## src/sv/esc_pkg.sv

```systemverilog
// Shared types and codes for the ESC throttle ramp with reverse arming.
// No dependencies; imported by esc_step and by the top level.
package esc_pkg;

  typedef enum logic [2:0] {
    OP_FORWARD   = 3'd0,
    OP_REVERSE   = 3'd1,
    OP_STOP      = 3'd2,
    OP_HARD_STOP = 3'd3,
    OP_STEER     = 3'd4
  } esc_op_t;

  typedef enum logic [1:0] {
    MODE_NEUTRAL     = 2'd0,
    MODE_FORWARD     = 2'd1,
    MODE_PRE_REVERSE = 2'd2,
    MODE_REVERSE     = 2'd3
  } esc_mode_t;

  typedef enum logic [2:0] {
    REG_NEUTRAL_WIDTH      = 3'd0,
    REG_REV_CREEP_WIDTH    = 3'd1,
    REG_REV_CRUISE_WIDTH   = 3'd2,
    REG_REV_FAST_WIDTH     = 3'd3,
    REG_REV_STEP           = 3'd4,
    REG_PRE_REV_STOP_WIDTH = 3'd5,
    REG_PRE_REV_HOLD_COUNT = 3'd6,
    REG_FWD_STOP_STEP      = 3'd7
  } esc_reg_t;

  localparam logic [1:0] SPEED_CREEP   = 2'd0;
  localparam logic [1:0] SPEED_CRUISE  = 2'd1;
  localparam logic [1:0] SPEED_FASTEST = 2'd2;

  localparam logic [11:0] FWD_CREEP_WIDTH   = 12'd1600;
  localparam logic [11:0] FWD_CRUISE_WIDTH  = 12'd1800;
  localparam logic [11:0] FWD_FASTEST_WIDTH = 12'd2000;
  localparam logic [11:0] RESET_WIDTH       = 12'd1500;

  typedef struct packed {
    logic [2:0]  operation;
    logic [1:0]  speed;
    logic [15:0] steer_request;
  } esc_in_t;

  typedef struct packed {
    logic [11:0] throttle_width;
    logic [9:0]  throttle_compare;
    logic [11:0] steer_width;
    logic [9:0]  steer_compare;
    logic [1:0]  drive_mode;
  } esc_out_t;

  typedef struct packed {
    logic [11:0] neutral_width;
    logic [11:0] rev_creep_width;
    logic [11:0] rev_cruise_width;
    logic [11:0] rev_fast_width;
    logic [7:0]  rev_step;
    logic [11:0] pre_rev_stop_width;
    logic [7:0]  pre_rev_hold_count;
    logic [7:0]  fwd_stop_step;
  } esc_cfg_t;

  typedef struct packed {
    esc_mode_t   mode;
    logic [11:0] throttle;
    logic [11:0] steering;
    logic [7:0]  hold_cnt;
  } esc_state_t;

endpackage

```

## src/sv/esc_step.sv

```systemverilog
// Next-state and result logic for one drive command.
// Depends on esc_pkg; purely combinational, used by the top level.
module esc_step import esc_pkg::*; #(
  parameter logic [7:0]  REV_STOP_STEP = 8'd10,
  parameter logic [11:0] STEER_MIN     = 12'd1000,
  parameter logic [11:0] STEER_MAX     = 12'd2000
) (
  input  esc_cfg_t   cfg,
  input  esc_state_t state,
  input  esc_in_t    cmd,
  output esc_state_t state_nxt,
  output esc_out_t   result
);

  function automatic logic [11:0] sat_sub(input logic [11:0] a, input logic [7:0] b);
    logic [11:0] bx;
    bx = {4'b0, b};
    return (a > bx) ? (a - bx) : 12'd0;
  endfunction

  function automatic logic [11:0] sat_add(input logic [11:0] a, input logic [7:0] b);
    logic [12:0] s;
    s = {1'b0, a} + {5'b0, b};
    return s[12] ? 12'hFFF : s[11:0];
  endfunction

  esc_mode_t   stop_mode;
  logic [11:0] stop_thr;
  logic [11:0] rev_target;
  logic [11:0] steer_clamped;

  // Stop behavior, shared by stop, forward with no speed and reverse in forward
  always_comb begin
    stop_mode = state.mode;
    stop_thr  = state.throttle;
    case (state.mode)
      MODE_NEUTRAL: begin
        stop_thr = cfg.neutral_width;
      end
      MODE_FORWARD: begin
        if (state.throttle > cfg.neutral_width) begin
          stop_thr = sat_sub(state.throttle, cfg.fwd_stop_step);
        end else begin
          stop_thr  = cfg.neutral_width;
          stop_mode = MODE_NEUTRAL;
        end
      end
      MODE_REVERSE: begin
        if (state.throttle < cfg.neutral_width) begin
          stop_thr = sat_add(state.throttle, REV_STOP_STEP);
        end else begin
          stop_thr  = cfg.neutral_width;
          stop_mode = MODE_NEUTRAL;
        end
      end
      default: begin
      end
    endcase
  end

  always_comb begin
    case (cmd.speed)
      SPEED_CREEP:   rev_target = cfg.rev_creep_width;
      SPEED_CRUISE:  rev_target = cfg.rev_cruise_width;
      SPEED_FASTEST: rev_target = cfg.rev_fast_width;
      default:       rev_target = cfg.neutral_width;
    endcase
  end

  always_comb begin
    if (cmd.steer_request < {4'b0, STEER_MIN}) begin
      steer_clamped = STEER_MIN;
    end else if (cmd.steer_request > {4'b0, STEER_MAX}) begin
      steer_clamped = STEER_MAX;
    end else begin
      steer_clamped = cmd.steer_request[11:0];
    end
  end

  // Next state
  always_comb begin
    state_nxt = state;
    case (cmd.operation)
      OP_FORWARD: begin
        case (cmd.speed)
          SPEED_CREEP: begin
            state_nxt.throttle = FWD_CREEP_WIDTH;
            state_nxt.mode     = MODE_FORWARD;
          end
          SPEED_CRUISE: begin
            state_nxt.throttle = FWD_CRUISE_WIDTH;
            state_nxt.mode     = MODE_FORWARD;
          end
          SPEED_FASTEST: begin
            state_nxt.throttle = FWD_FASTEST_WIDTH;
            state_nxt.mode     = MODE_FORWARD;
          end
          default: begin
            state_nxt.throttle = stop_thr;
            state_nxt.mode     = stop_mode;
          end
        endcase
      end
      OP_REVERSE: begin
        case (state.mode)
          MODE_REVERSE: begin
            if (state.throttle > rev_target) begin
              state_nxt.throttle = sat_sub(state.throttle, cfg.rev_step);
            end else begin
              state_nxt.throttle = rev_target;
            end
          end
          MODE_FORWARD: begin
            state_nxt.throttle = stop_thr;
            state_nxt.mode     = stop_mode;
          end
          MODE_NEUTRAL: begin
            state_nxt.mode     = MODE_PRE_REVERSE;
            state_nxt.throttle = sat_sub(state.throttle, cfg.rev_step);
          end
          default: begin
            // brake ramp, then hold, then arm reverse
            if (state.throttle > cfg.pre_rev_stop_width) begin
              state_nxt.throttle = sat_sub(state.throttle, cfg.rev_step);
              state_nxt.hold_cnt = 8'd0;
            end else if (state.hold_cnt < cfg.pre_rev_hold_count) begin
              state_nxt.throttle = cfg.pre_rev_stop_width;
              state_nxt.hold_cnt = state.hold_cnt + 8'd1;
            end else begin
              state_nxt.mode     = MODE_REVERSE;
              state_nxt.throttle = cfg.neutral_width;
              state_nxt.hold_cnt = 8'd0;
            end
          end
        endcase
      end
      OP_STOP: begin
        state_nxt.throttle = stop_thr;
        state_nxt.mode     = stop_mode;
      end
      OP_HARD_STOP: begin
        state_nxt.throttle = cfg.neutral_width;
      end
      OP_STEER: begin
        state_nxt.steering = steer_clamped;
      end
      default: begin
      end
    endcase
  end

  // Result formatting
  always_comb begin
    result.throttle_width   = state_nxt.throttle;
    result.throttle_compare = state_nxt.throttle[11:2];
    result.steer_width      = state_nxt.steering;
    result.steer_compare    = state_nxt.steering[11:2];
    result.drive_mode       = state_nxt.mode;
  end

endmodule

```

## src/sv/esc_throttle_ramp_with_reverse_arming_top.sv

```systemverilog
// Top level of the ESC throttle ramp with reverse arming.
// Depends on esc_pkg and esc_step.
//
// Takes one drive command per cycle unless the output side stalls, and returns
// one result per command. The command lands in an input register at the
// transfer. When it advances, the drive state (mode, throttle, steering, hold
// count) updates through esc_step and the result loads into an output
// register, where it sits until taken. The state update loop sets the rate at
// one command per clock; either register stalls only when the output side
// holds back ready. Configuration writes are registered and take effect on the
// next clock, and are meant for idle periods only.
module esc_throttle_ramp_with_reverse_arming_top import esc_pkg::*; #(
  parameter logic [7:0]  REV_STOP_STEP = 8'd10,
  parameter logic [11:0] STEER_MIN     = 12'd1000,
  parameter logic [11:0] STEER_MAX     = 12'd2000
) (
  input  logic        clk,
  input  logic        rst_n,
  input  logic        in_valid,
  output logic        in_ready,
  input  esc_in_t     in_data,
  output logic        out_valid,
  input  logic        out_ready,
  output esc_out_t    out_data,
  input  logic        cfg_we,
  input  logic [2:0]  cfg_index,
  input  logic [11:0] cfg_data
);

  esc_cfg_t   cfg_r;
  esc_state_t state_r;
  esc_state_t state_nxt;
  esc_in_t    in_r;
  logic       in_valid_r;
  esc_out_t   out_r;
  esc_out_t   result;
  logic       out_valid_r;
  logic       advance;

  // Move the held command into the result register when that slot frees up
  assign advance   = in_valid_r && (!out_valid_r || out_ready);
  assign in_ready  = !in_valid_r || advance;
  assign out_valid = out_valid_r;
  assign out_data  = out_r;

  esc_step #(
    .REV_STOP_STEP (REV_STOP_STEP),
    .STEER_MIN     (STEER_MIN),
    .STEER_MAX     (STEER_MAX)
  ) u_step (
    .cfg       (cfg_r),
    .state     (state_r),
    .cmd       (in_r),
    .state_nxt (state_nxt),
    .result    (result)
  );

  always_ff @(posedge clk) begin
    if (!rst_n) begin
      cfg_r.neutral_width      <= 12'd1500;
      cfg_r.rev_creep_width    <= 12'd1400;
      cfg_r.rev_cruise_width   <= 12'd1300;
      cfg_r.rev_fast_width     <= 12'd1200;
      cfg_r.rev_step           <= 8'd10;
      cfg_r.pre_rev_stop_width <= 12'd1300;
      cfg_r.pre_rev_hold_count <= 8'd20;
      cfg_r.fwd_stop_step      <= 8'd10;
    end else if (cfg_we) begin
      case (cfg_index)
        REG_NEUTRAL_WIDTH:      cfg_r.neutral_width      <= cfg_data;
        REG_REV_CREEP_WIDTH:    cfg_r.rev_creep_width    <= cfg_data;
        REG_REV_CRUISE_WIDTH:   cfg_r.rev_cruise_width   <= cfg_data;
        REG_REV_FAST_WIDTH:     cfg_r.rev_fast_width     <= cfg_data;
        REG_REV_STEP:           cfg_r.rev_step           <= cfg_data[7:0];
        REG_PRE_REV_STOP_WIDTH: cfg_r.pre_rev_stop_width <= cfg_data;
        REG_PRE_REV_HOLD_COUNT: cfg_r.pre_rev_hold_count <= cfg_data[7:0];
        REG_FWD_STOP_STEP:      cfg_r.fwd_stop_step      <= cfg_data[7:0];
        default: begin
        end
      endcase
    end
  end

  always_ff @(posedge clk) begin
    if (!rst_n) begin
      state_r.mode     <= MODE_NEUTRAL;
      state_r.throttle <= RESET_WIDTH;
      state_r.steering <= RESET_WIDTH;
      state_r.hold_cnt <= 8'd0;
      in_valid_r       <= 1'b0;
      out_valid_r      <= 1'b0;
    end else begin
      if (advance) begin
        state_r <= state_nxt;
      end
      if (in_ready) begin
        in_valid_r <= in_valid;
      end
      if (advance) begin
        out_valid_r <= 1'b1;
      end else if (out_ready) begin
        out_valid_r <= 1'b0;
      end
    end
  end

  always_ff @(posedge clk) begin
    if (in_valid && in_ready) begin
      in_r <= in_data;
    end
    if (advance) begin
      out_r <= result;
    end
  end

  // State changes only when a command moves into the result register
  a_state_hold: assert property (@(posedge clk) disable iff (!rst_n)
    !advance |=> $stable(state_r))
    else $error("drive state changed without a command transfer");

  // A held command is never dropped while the result register is blocked
  a_in_hold: assert property (@(posedge clk) disable iff (!rst_n)
    (in_valid_r && !advance) |=> (in_valid_r && $stable(in_r)))
    else $error("held command lost while stalled");

  // Every processed command produces a result next cycle
  a_result_follows: assert property (@(posedge clk) disable iff (!rst_n)
    advance |=> (out_valid_r && out_r.drive_mode == state_r.mode))
    else $error("processed command produced no matching result");

endmodule
```

## config.mk

```make
export PLATFORM = sky130hd
export DESIGN_NAME = esc_throttle_ramp_with_reverse_arming_top
export DESIGN_NICKNAME = d
export VERILOG_FILES = /design/src/sv/esc_pkg.sv /design/src/sv/esc_step.sv /design/src/sv/esc_throttle_ramp_with_reverse_arming_top.sv
export SDC_FILE = /design/constraint.sdc
export NUM_CORES = 1
export LEC_CHECK = 0
export BUFFER_PORTS_ARGS = -buffer_cell sky130_fd_sc_hd__buf_2
export CORE_MARGIN = 8
export CORE_UTILIZATION = 50
export CTS_CLUSTER_SIZE = 20
export DETAILED_ROUTE_END_ITERATION = 12
export PLACE_DENSITY = 0.75
export SYNTH_ARGS = -nofsm -noshare
export SYNTH_HDL_FRONTEND = slang
export SYNTH_HIERARCHICAL = 1
export SYNTH_SLANG_ARGS = --single-unit
export TNS_END_PERCENT = 50
```

## constraint.sdc

```tcl
create_clock -name clk -period 13.2 [get_ports clk]
set_input_delay 1.98 -clock clk [delete_from_list [all_inputs] [get_ports clk]]
set_output_delay 1.98 -clock clk [all_outputs]
set_load 0.02 [all_outputs]
```

Yosys cells after proc, flatten, opt, wreduce, memory -nomap -nowiden
Cells that the tools add are included.
{"block": "totals", "elab_cells": 99, "regBits": 187}
{"block": "op_classes", "n_mux": 27, "reduce_logical": 21, "n_bitwise": 1, "n_eq_ne": 15, "n_addsub": 4, "magnitude_cmp": 9}
{"cell": "two-way mux 12 bit", "n": 11}
{"cell": "case mux 12 bit (3 select lines)", "n": 3}
{"cell": "case mux 12 bit (4 select lines)", "n": 1}
{"cell": "case mux 14 bit (3 select lines)", "n": 1}
{"cell": "> comparator 12 bit", "n": 3}
{"cell": "> comparator 12 x 8 -> 1 bit", "n": 2}
{"cell": "subtractor 12 x 8 -> 12 bit", "n": 2}
{"cell": "> comparator 16 x 11 -> 1 bit (second input constant)", "n": 1}
{"cell": "< comparator 16 x 10 -> 1 bit (second input constant)", "n": 1}
{"cell": "two-way mux 8 bit", "n": 2}
{"cell": "AND reduction 2 bit", "n": 8}
{"cell": "equality test 3 bit (second input constant)", "n": 5}
{"cell": "adder 12 x 4 -> 13 bit (second input constant)", "n": 1}
{"cell": "equality test 3 x 2 -> 1 bit (second input constant)", "n": 4}
{"cell": "< comparator 12 bit", "n": 1}
{"cell": "case mux 2 bit (3 select lines)", "n": 2}
{"cell": "adder 8 x 1 -> 8 bit (second input constant)", "n": 1}
{"cell": "< comparator 8 bit", "n": 1}
{"cell": "two-way mux 2 bit", "n": 4}
{"cell": "equality test 3 x 1 -> 1 bit (second input constant)", "n": 2}
{"cell": "zero test 3 bit", "n": 2}
{"cell": "equality test 2 x 1 -> 1 bit (second input constant)", "n": 2}
{"cell": "equality test 2 bit (second input constant)", "n": 2}
{"cell": "zero test 2 bit", "n": 2}
{"cell": "other kinds (9)", "n": 13}

Logic depth before layout (Yosys ltp)
Gate-level depths: netlist (run 1).
{"block": "depth", "ltp_word": 6, "mapped_depth": 19}

Hierarchy
Netlist (run 1), hierarchy kept.
{"module": "esc_throttle_ramp_with_reverse_arming_top", "area_per_inst_um2": 6314.8, "cells_each": 531, "n_inst": 1, "seq_area_each_um2": 4414.2}
{"module": "esc_step", "area_per_inst_um2": 4966.0, "cells_each": 735, "n_inst": 1, "seq_area_each_um2": 0.0}

Worst setup path before layout (run 1)
No wires, ideal clock.
{"block": "synth_timing", "path_type": "in2out", "startpoint": "in out_ready", "endpoint": "out in_ready", "slack_ns": 8.598, "arrival_time_ns": 2.622, "cell_stages": 3, "t_required_ns": 11.220, "cell_sequence": "nor2b_1 -> clkbuf_1 -> nand2_1"}
{"block": "synth_via", "elab_chain_len": 3}
{"element": "from (decl)", "line": "esc_throttle_ramp_with_reverse_arming_top.sv:23", "text": "input logic out_ready,"}
{"element": "logical OR 1 bit", "line": "esc_throttle_ramp_with_reverse_arming_top.sv:41", "text": "assign advance = in_valid_r && (!out_valid_r || out_ready);"}
{"element": "logical AND 1 bit", "line": "esc_throttle_ramp_with_reverse_arming_top.sv:41"}
{"element": "logical OR 1 bit", "line": "esc_throttle_ramp_with_reverse_arming_top.sv:42", "text": "assign in_ready = !in_valid_r || advance;"}
{"element": "to (decl)", "line": "esc_throttle_ramp_with_reverse_arming_top.sv:20", "text": "output logic in_ready,"}
Every way passes these cells.

Worst setup path in the final report (run 1)
Same ends and word-level chain as after synthesis.

==> results.cfg, run 1 <==
[critical_path]
cp_slowest_stage_delay_ns = 0.76
r2r_slack_ns = 8.51
crit_cells = 4
end_kind = primary output
cp-endpoint = in_ready
r2r-start = in_r[16]
cp-startpoint = out_ready
timing.critical_path.arrival_ns = 3.19
critPathMaxFanout = 32
crit_buf_inv = 2
cp_top_family = simple AND/OR/NAND/NOR gates
crit_chain = buf_2, nor2b_2, nand2_1, buf_2
required_ns = 11.22
worstSetupPathType = in2out
r2r-end = state_r[24]
crit_top_cell = buf_2
start_kind = input pin
r2r_cells = 15
cpMaxStageDelayCell = nor2b_2

[timing]
final_min_period_over_clock_period_pct = 39.19
skew_ns = 0.01527
worst_pin_slew_ns = 0.9948
fin_setup_tns_ns = 0
min_period_ns = 5.173
rsz0062_at_grt = false
maxSlewViolCount = 0
finalHoldViolations = 0
setup_violations = 0
relSlewSlack_pct = 33.24
fmax_mhz = 193.3

[yosys]
ys_types = 78
syn_area_per_cell_um2 = 8.911
ys_seq_area_share_pct = 39.13
synth-edff-count = 67
ys_seq_elements = 187
syn_inst = 1266
yosys_warnings = 6
synth_fp_nets = 1378
synthArstFlopShare_pct = 0
netlist_area_um2 = 11280
synth_ff_type = dfxtp_1

[hold_path]
min_path_type = reg2reg

[detailed_routing]
vias_per_cell = 6.194
topRoutingLayerUsed = met4
met1_length_mm = 14.48
drt_iter0_markers = 1022
routedWlPerCell_um = 21.15
totalWireLength_mm = 33.08
drc = 0
met2_wirelength_mm = 14.95
route.met3.wl_mm = 2.671
dr_total_vias = 9687
drtAntennaViolNets = 0
dr.pass1.iters = 7

[cts]
post_cts_resized = 0
insertion_delay_ns = 0.43
cts_tree = done
cts_buffer_depth = 2
cts-buffers-inserted = 17
clock-sinks = 187
post_cts_buffers = 0
clockRootBuffer = clkbuf_16
cts_hold_buf = 0
clk_pin_slew_ns = 0.08
h-tree-depth = 4

[layout]
drive_above_1_share_pct = 13.68
fill_cells = 2061
final_cell_mix = nand2_1 (141), dfxtp_1 (120), o21ai_0 (115)
syn_to_final_growth_pct = 7.764
final_area_um2 = 12160
final_util_pct = 54.36
num_antenna_cells = 0
nets = 1378
layout_commonest_cell = nand2_1

[die]
rows = 55
die-width_um = 166.2
initial_core_util_pct = 50.44
die_y_um = 166.2
coreArea_um2 = 22370
dieArea_um2 = 27620
ios = 89

[status]
status = complete, no violations

[global_route]
grt_pass1_vias = 9286
antenna_found_initial = 0
grt.overflow.total = 0
grt.total_usage_pct = 23.51
grt_max_degree = 88
grt_pass1_wl_mm = 51.75

[placed_design]
hpwlAfterDp_mm = 24.04
place.port_buffers = 88
placed_area_um2 = 11530
place_congestion = 0.9597

[pwr]
p_leak_uw = 0.004958
power_density_nw_per_um2 = 117.0
irDropWorstVdd_uv = 130.9
totalPowerFinal_uw = 1423

[job]
cap_violations = 0
[registers in the layout, indices dropped and copies added (netlist names)]
register,count
out_valid,1
cfg_r,84
in_valid_r,1
out_data,46
state_r,34
in_r,21
[worst min-delay path: cells and delay by family, from the launching register on]
kind	cells	cell delay [ns]
simple gates	1	0.05
mux	1	0.05
flops	1	0.32
[through the flow]
stage	setup WS (ns)	hold WS (ns)	instances
floorplan	8.598	0.4301	1266
global placement	8.062	0.4371	1532
detailed placement	8.017	0.4564	1532
CTS	8.016	0.4726	1564
global route	7.859	0.4844	1564
finish	8.027	0.4729	1564
[synthesized netlist by cell type, types with 7 or more instances]
cell type	instances	share of area, %
a21o_1	12	0.80
a21oi_1	60	2.7
a222oi_1	12	1.1
a22o_1	8	0.62
a31oi_1	10	0.55
and3_1	8	0.44
buf_2	12	0.53
buf_4	47	3.1
clkbuf_1	54	1.8
dfxtp_1	120	21
edfxtp_1	67	18
ha_1	69	7.7
inv_1	79	2.6
mux2_2	16	1.6
mux2i_1	55	4.9
nand2_1	141	4.7
nand2b_1	12	0.67
nand3_1	76	3.4
nand4_1	14	0.78
nor2_1	65	2.2
nor2b_1	13	0.72
nor3_1	15	0.67
o211ai_1	8	0.53
o21ai_0	115	5.1
o21ai_1	7	0.31
o311ai_0	17	1.3
o31ai_1	7	0.47
xnor2_1	12	0.93
xor2_1	7	0.54
[per-layer routing]
layer | track usage, % | vias up
met5 | 0 | -
li1 | - | 4581
met2 | 37.70 | 430
met3 | 4.706 | 64
met4 | 8.142 | 0
met1 | 31.10 | 4612
[layout make-up]
cell class              instances  area, µm²  area share, %
multi-input cells             881       5927          48.75
flip-flops and latches        187       4414          36.31
repair buffers                100      533.0          4.385
clock buffers                  18      429.2          3.530
well taps                     285      356.6          2.933
inverters                      79      296.5          2.439
clock inverters                14      200.2          1.647
[power by group]
| group | internal (µW) | switching, µW |
|---|---|---|
| clock | 307 | 238 |
| combinational | 86.6 | 152 |
| sequential | 621 | 18.5 |
[worst min path at each step]
stage          cells after the start          end        start  slack (ns)
2_1_floorplan                      2  state_r[19]  state_r[19]        0.43
3_3_place_gp                       2  state_r[19]  state_r[19]        0.44
3_5_place_dp                       2   state_r[8]   state_r[8]        0.46
4_1_cts                            2  state_r[17]  state_r[17]        0.47
5_1_grt                            2   state_r[8]   state_r[8]        0.48
6_report                           2  state_r[17]  state_r[17]        0.47
[cells by family after synthesis]
family	count (synthesis)	synth area share, %
DFF	187	39.13
adders and majority gates	71	8.008
and+or+nand+nor	375	15.71
muxes	71	6.477
buffers and inverters	198	8.418
AOI/OAI and AO/OA	345	20.79
xor gates and xnor gates	19	1.475
No activity file was read; power rests on OpenSTA's default activity.
==> run 2, diff against run 1 <==
--- a/config.mk
+++ b/config.mk
@@ -10,7 +10,7 @@
 export CORE_UTILIZATION = 50
 export CTS_CLUSTER_SIZE = 20
 export DETAILED_ROUTE_END_ITERATION = 12
-export PLACE_DENSITY = 0.75
+export PLACE_DENSITY = 0.78
 export SYNTH_ARGS = -nofsm -noshare
 export SYNTH_HDL_FRONTEND = slang
 export SYNTH_HIERARCHICAL = 1
==> constraint.sdc (replaced) <==
create_clock -name clk -period 4.43 [get_ports clk]
set_input_delay 0.6645 -clock clk [delete_from_list [all_inputs] [get_ports clk]]
set_output_delay 0.6645 -clock clk [all_outputs]
set_load 0.02 [all_outputs]
==> results.cfg, run 2 (synthesis results as in run 1) <==
[placed_design]
hpwlAfterDp_mm = 27.04
place.port_buffers = 88
place_congestion = 1.066
place_ws_ns = 0.2104
placed_area_um2 = 11850

[die]
ios = 89
dieArea_um2 = 27620
rows = 55
coreArea_um2 = 22370
initial_core_util_pct = 50.44
die-width_um = 166.2
die_y_um = 166.2

[global_route]
grt_pass1_vias = 9418
grt_pass1_wl_mm = 55.37
grt.total_usage_pct = 25.49
grt_max_degree = 77
antenna_found_initial = 0
grt.overflow.total = 0

[detailed_routing]
route.met3.wl_mm = 3.236
vias_per_cell = 6.261
topRoutingLayerUsed = met4
dr_total_vias = 10040
met1_length_mm = 15.42
routedWlPerCell_um = 22.29
drtAntennaViolNets = 0
drt_iter0_markers = 1254
met2_wirelength_mm = 15.43
drc = 0
dr.pass1.iters = 6
totalWireLength_mm = 35.75

[critical_path]
timing.critical_path.arrival_ns = 4.47
worstSetupPathType = reg2reg
r2r-start = in_r[16]
r2r_slack_ns = 0.28
critPathMaxFanout = 10
r2r-end = state_r[22]
end_kind = register
r2r_cells = 14
required_ns = 4.75
start_kind = register

[timing]
fmax_mhz = 241.0
fin_ws_ns = 0.2805
skew_ns = 0.01515
maxSlewViolCount = 0
relSlewSlack_pct = 21.51
finalHoldViolations = 0
final_min_period_over_clock_period_pct = 93.67
min_period_ns = 4.149
setup_violations = 0
worst_pin_slew_ns = 1.168
rsz0062_at_grt = true

[hold_path]
min_from = in_data[5]
holdPathStages = 1
min_path_type = in2reg
hold_end = in_r[5]

[cts]
clockRootBuffer = clkbuf_16
clk_pin_slew_ns = 0.08
post_cts_resized = 0
cts_buffer_depth = 2
cts_hold_buf = 0
post_cts_buffers = 0
cts-buffers-inserted = 17
clock-sinks = 187
insertion_delay_ns = 0.44
cts_tree = done
h-tree-depth = 4

[layout]
top_register = cfg_r
drive_above_1_share_pct = 16.45
final_area_um2 = 12420
final_util_pct = 55.51
largest_reg_flops = 84
layout_commonest_cell = nand2_1
final_cell_mix = nand2_1 (141), dfxtp_1 (120), o21ai_0 (115)
num_antenna_cells = 0
syn_to_final_growth_pct = 10.06
nets = 1418

[pwr]
totalPowerFinal_uw = 4135
power_density_nw_per_um2 = 333.0
irDropWorstVdd_uv = 262.4
p_leak_uw = 0.005121

[status]
status = complete, no violations

[job]
cap_violations = 0
==> run 2: changes by cell type in the layout (fill, tap and decap cells not counted), moves of 2 or more <==
cell | before | now
inv_4 | 0 | 2
buf_4 | 13 | 51
inv_8 | 3 | 5
ha_2 | 0 | 2
ha_1 | 69 | 67
buf_12 | 0 | 2
bufinv_16 | 3 | 0
==> run 2: layout make-up <==
class | count | area (µm²)
multi-input cells | 881 | 5937
repair buffers | 140 | 858.3
clock buffers | 19 | 432.9
flip-flops and latches | 187 | 4414
fillers | 1982 | 9950
inverters | 79 | 296.5
well taps | 285 | 356.6
clock inverters | 13 | 120.1
==> run 2: stage by stage <==
stage	cells	setup TNS, ns	hold WS [ns]
2_1_floorplan	1266	0	0.4301
3_3_place_gp	1572	0	0.4372
3_5_place_dp	1572	0	0.4542
4_1_cts	1604	0	0.3830
5_1_grt	1604	-0.01216	0.3825
6_report	1604	0	0.3973
==> run 2: how the worst max path moves through the flow <==
| stage | start | end | slack, ns | depth (start not counted) |
|---|---|---|---|---|
| final | in_r[16] | state_r[22] | 0.28 | 14 |
| after floorplan | in_r[16] | state_r[22] | 0.28 | 18 |
| after CTS | in_r[17] | state_r[24] | 0.21 | 17 |
| after global placement | in_r[17] | state_r[22] | 0.40 | 15 |
| after global routing | in_r[17] | state_r[22] | -0.01 | 15 |
| after detailed placement | in_r[17] | state_r[24] | 0.21 | 17 |
==> run 2: layer usage <==
layer  up-vias  track usage, %
met1      4679           34.11
li1       4658               -
met3       119           5.467
met5         -               0
met2       586           38.43
met4         0           12.53
==> run 2: worst max-delay path: stages (launching register included) <==
cell	delay, ns
edfxtp_1	0.39
ha_1	0.43
buf_4	0.23
mux2_2	0.37
ha_1	0.29
nor2b_1	0.13
o211ai_1	0.17
a21oi_1	0.10
a2111oi_2	0.43
or2_2	0.26
mux2_2	0.36
o221a_2	0.24
o21ai_1	0.24
inv_1	0.07
o311ai_0	0.31
==> run 2: power breakdown <==
part / total, µW / internal (µW) / switching, µW
clock: 1460 / 746 / 717
combinational: 772 / 284 / 488
sequential: 1900 / 1850 / 49.5
total: 4130 / 2880 / 1250
==> run 3, diff against run 2 <==
--- a/config.mk
+++ b/config.mk
@@ -11,6 +11,7 @@
 export CTS_CLUSTER_SIZE = 20
 export DETAILED_ROUTE_END_ITERATION = 12
 export PLACE_DENSITY = 0.78
+export SETUP_SLACK_MARGIN = 0.4
 export SYNTH_ARGS = -nofsm -noshare
 export SYNTH_HDL_FRONTEND = slang
 export SYNTH_HIERARCHICAL = 1
==> results.cfg, run 3 (synthesis results as in run 1) <==
[layout]
top_register = cfg_r
final_area_um2 = 12750
multi_input_area_um2 = 6063
instances_no_fill = 1621
regArea_um2 = 4414
layout_commonest_cell = nand2_1
fill_cells = 1984
drive_above_1_share_pct = 18.71
nets = 1435
largest_reg_flops = 84
syn_to_final_growth_pct = 13.03
final_cell_mix = nand2_1 (141), dfxtp_1 (120), o21ai_0 (112)
num_antenna_cells = 0

[detailed_routing]
drc = 0
drt_iter0_markers = 1465
totalWireLength_mm = 36.14
vias_per_cell = 6.254
dr.pass1.iters = 6
routedWlPerCell_um = 22.29
dr_total_vias = 10140
drtAntennaViolNets = 0

[placed_design]
hpwlAfterDp_mm = 26.62
dp_cells = 1578
place.port_buffers = 88
place_ws_ns = 0.1789
place_congestion = 1.050
placed_area_um2 = 11890

[hold_path]
min_from = in_data[3]
hold_end = in_r[3]
min_path_type = in2reg
holdPathStages = 1

[cts]
cts_buffer_depth = 2
clock-sinks = 187
cts-buffers-inserted = 17
h-tree-depth = 4
clk_pin_slew_ns = 0.09
cts_hold_buf = 0
insertion_delay_ns = 0.45
cts_tree = done
clockRootBuffer = clkbuf_16

[die]
dieArea_um2 = 27620
die-width_um = 166.2
initial_core_util_pct = 50.44
rows = 55
die_y_um = 166.2
coreArea_um2 = 22370
ios = 89

[pwr]
power_density_nw_per_um2 = 342.4
p_leak_uw = 0.005280
irDropWorstVdd_uv = 266.6

[critical_path]
worstSetupPathType = reg2reg
timing.critical_path.arrival_ns = 4.32
r2r_cells = 15
end_kind = register
r2r_slack_ns = 0.46
critPathMaxFanout = 11
required_ns = 4.79
r2r-start = in_r[16]
start_kind = register
r2r-end = state_r[22]

[timing]
relSlewSlack_pct = 28.24
fmax_mhz = 252.0
fin_setup_tns_ns = 0
worst_pin_slew_ns = 1.074
finalHoldViolations = 0
rsz0062_at_grt = true
setup_violations = 0
skew_ns = 0.01125
final_min_period_over_clock_period_pct = 89.57
min_period_ns = 3.968
fin_ws_ns = 0.4623
maxSlewViolCount = 0

[job]
cap_violations = 0

[global_route]
grt.total_usage_pct = 25.41
grt_pass1_wl_mm = 55.43
grt_max_degree = 77
antenna_found_initial = 0
grt.overflow.total = 0
grt_pass1_vias = 9382

[status]
status = complete, no violations
==> run 3: critical path: stages, from the launching register on <==
cell       delay, ns
edfxtp_1        0.44
inv_2           0.08
ha_1            0.24
buf_6           0.16
a222oi_1        0.42
mux2_2          0.28
ha_1            0.26
a21oi_1         0.17
a21oi_2         0.10
a2111oi_4       0.41
or2_4           0.24
mux2_2          0.35
o221a_2         0.25
o21ai_2         0.17
inv_1           0.07
o311ai_2        0.24
==> run 3: area by class of cell <==
class | count | share of cell area [%]
clock buffer | 17 | 3.336
clock inverter | 15 | 1.707
inverter | 79 | 2.326
multi-input combinational | 881 | 47.55
sequential | 187 | 34.62
tap | 285 | 2.797
timing repair buffer | 157 | 7.664
==> run 3: per-stage QoR <==
| step | power [µW] | util [%] | hold WS, ns |
|---|---|---|---|
| after detailed placement | 2684 | 53.14 | 0.4428 |
| final | 4366 | 57.01 | 0.3848 |
| after global placement | 2676 | 53.14 | 0.4375 |
| after floorplan | 2461 | - | 0.4301 |
| after CTS | 4316 | 56.04 | 0.3741 |
| after global routing | 4502 | 57.01 | 0.3665 |
==> run 3: worst max path at each step <==
stage,to,slack [ns],start,cells after the start
after CTS,state_r[24],0.33,in_r[16],18
after detailed placement,state_r[22],0.18,in_r[17],15
final,state_r[22],0.46,in_r[16],15
after global placement,state_r[24],0.37,in_r[17],17
after floorplan,state_r[24],0.46,in_r[16],17
after global routing,state_r[22],0.33,in_r[16],16
==> run 3: repair_timing <==
action,CTS,global route
hold endpoints to repair,0,0
gates resized for setup,2,34
cloned,0,0
pin swaps,0,10
endpoints found under the setup margin,17,30
buffers inserted,0,11
==> run 3: report_power, final <==
part	switching, µW	total (µW)	internal, µW
clock	856	1660	801
combinational	510	817	307
sequential	43.3	1890	1850
total	1410	4370	2960
==> run 3: layer usage <==
layer | global-route usage [%] | wire [µm]
met3 | 5.182 | 3388
met1 | 35.06 | 15610
met2 | 38.22 | 15720
met4 | 10.24 | 1415
met5 | 0 | 0
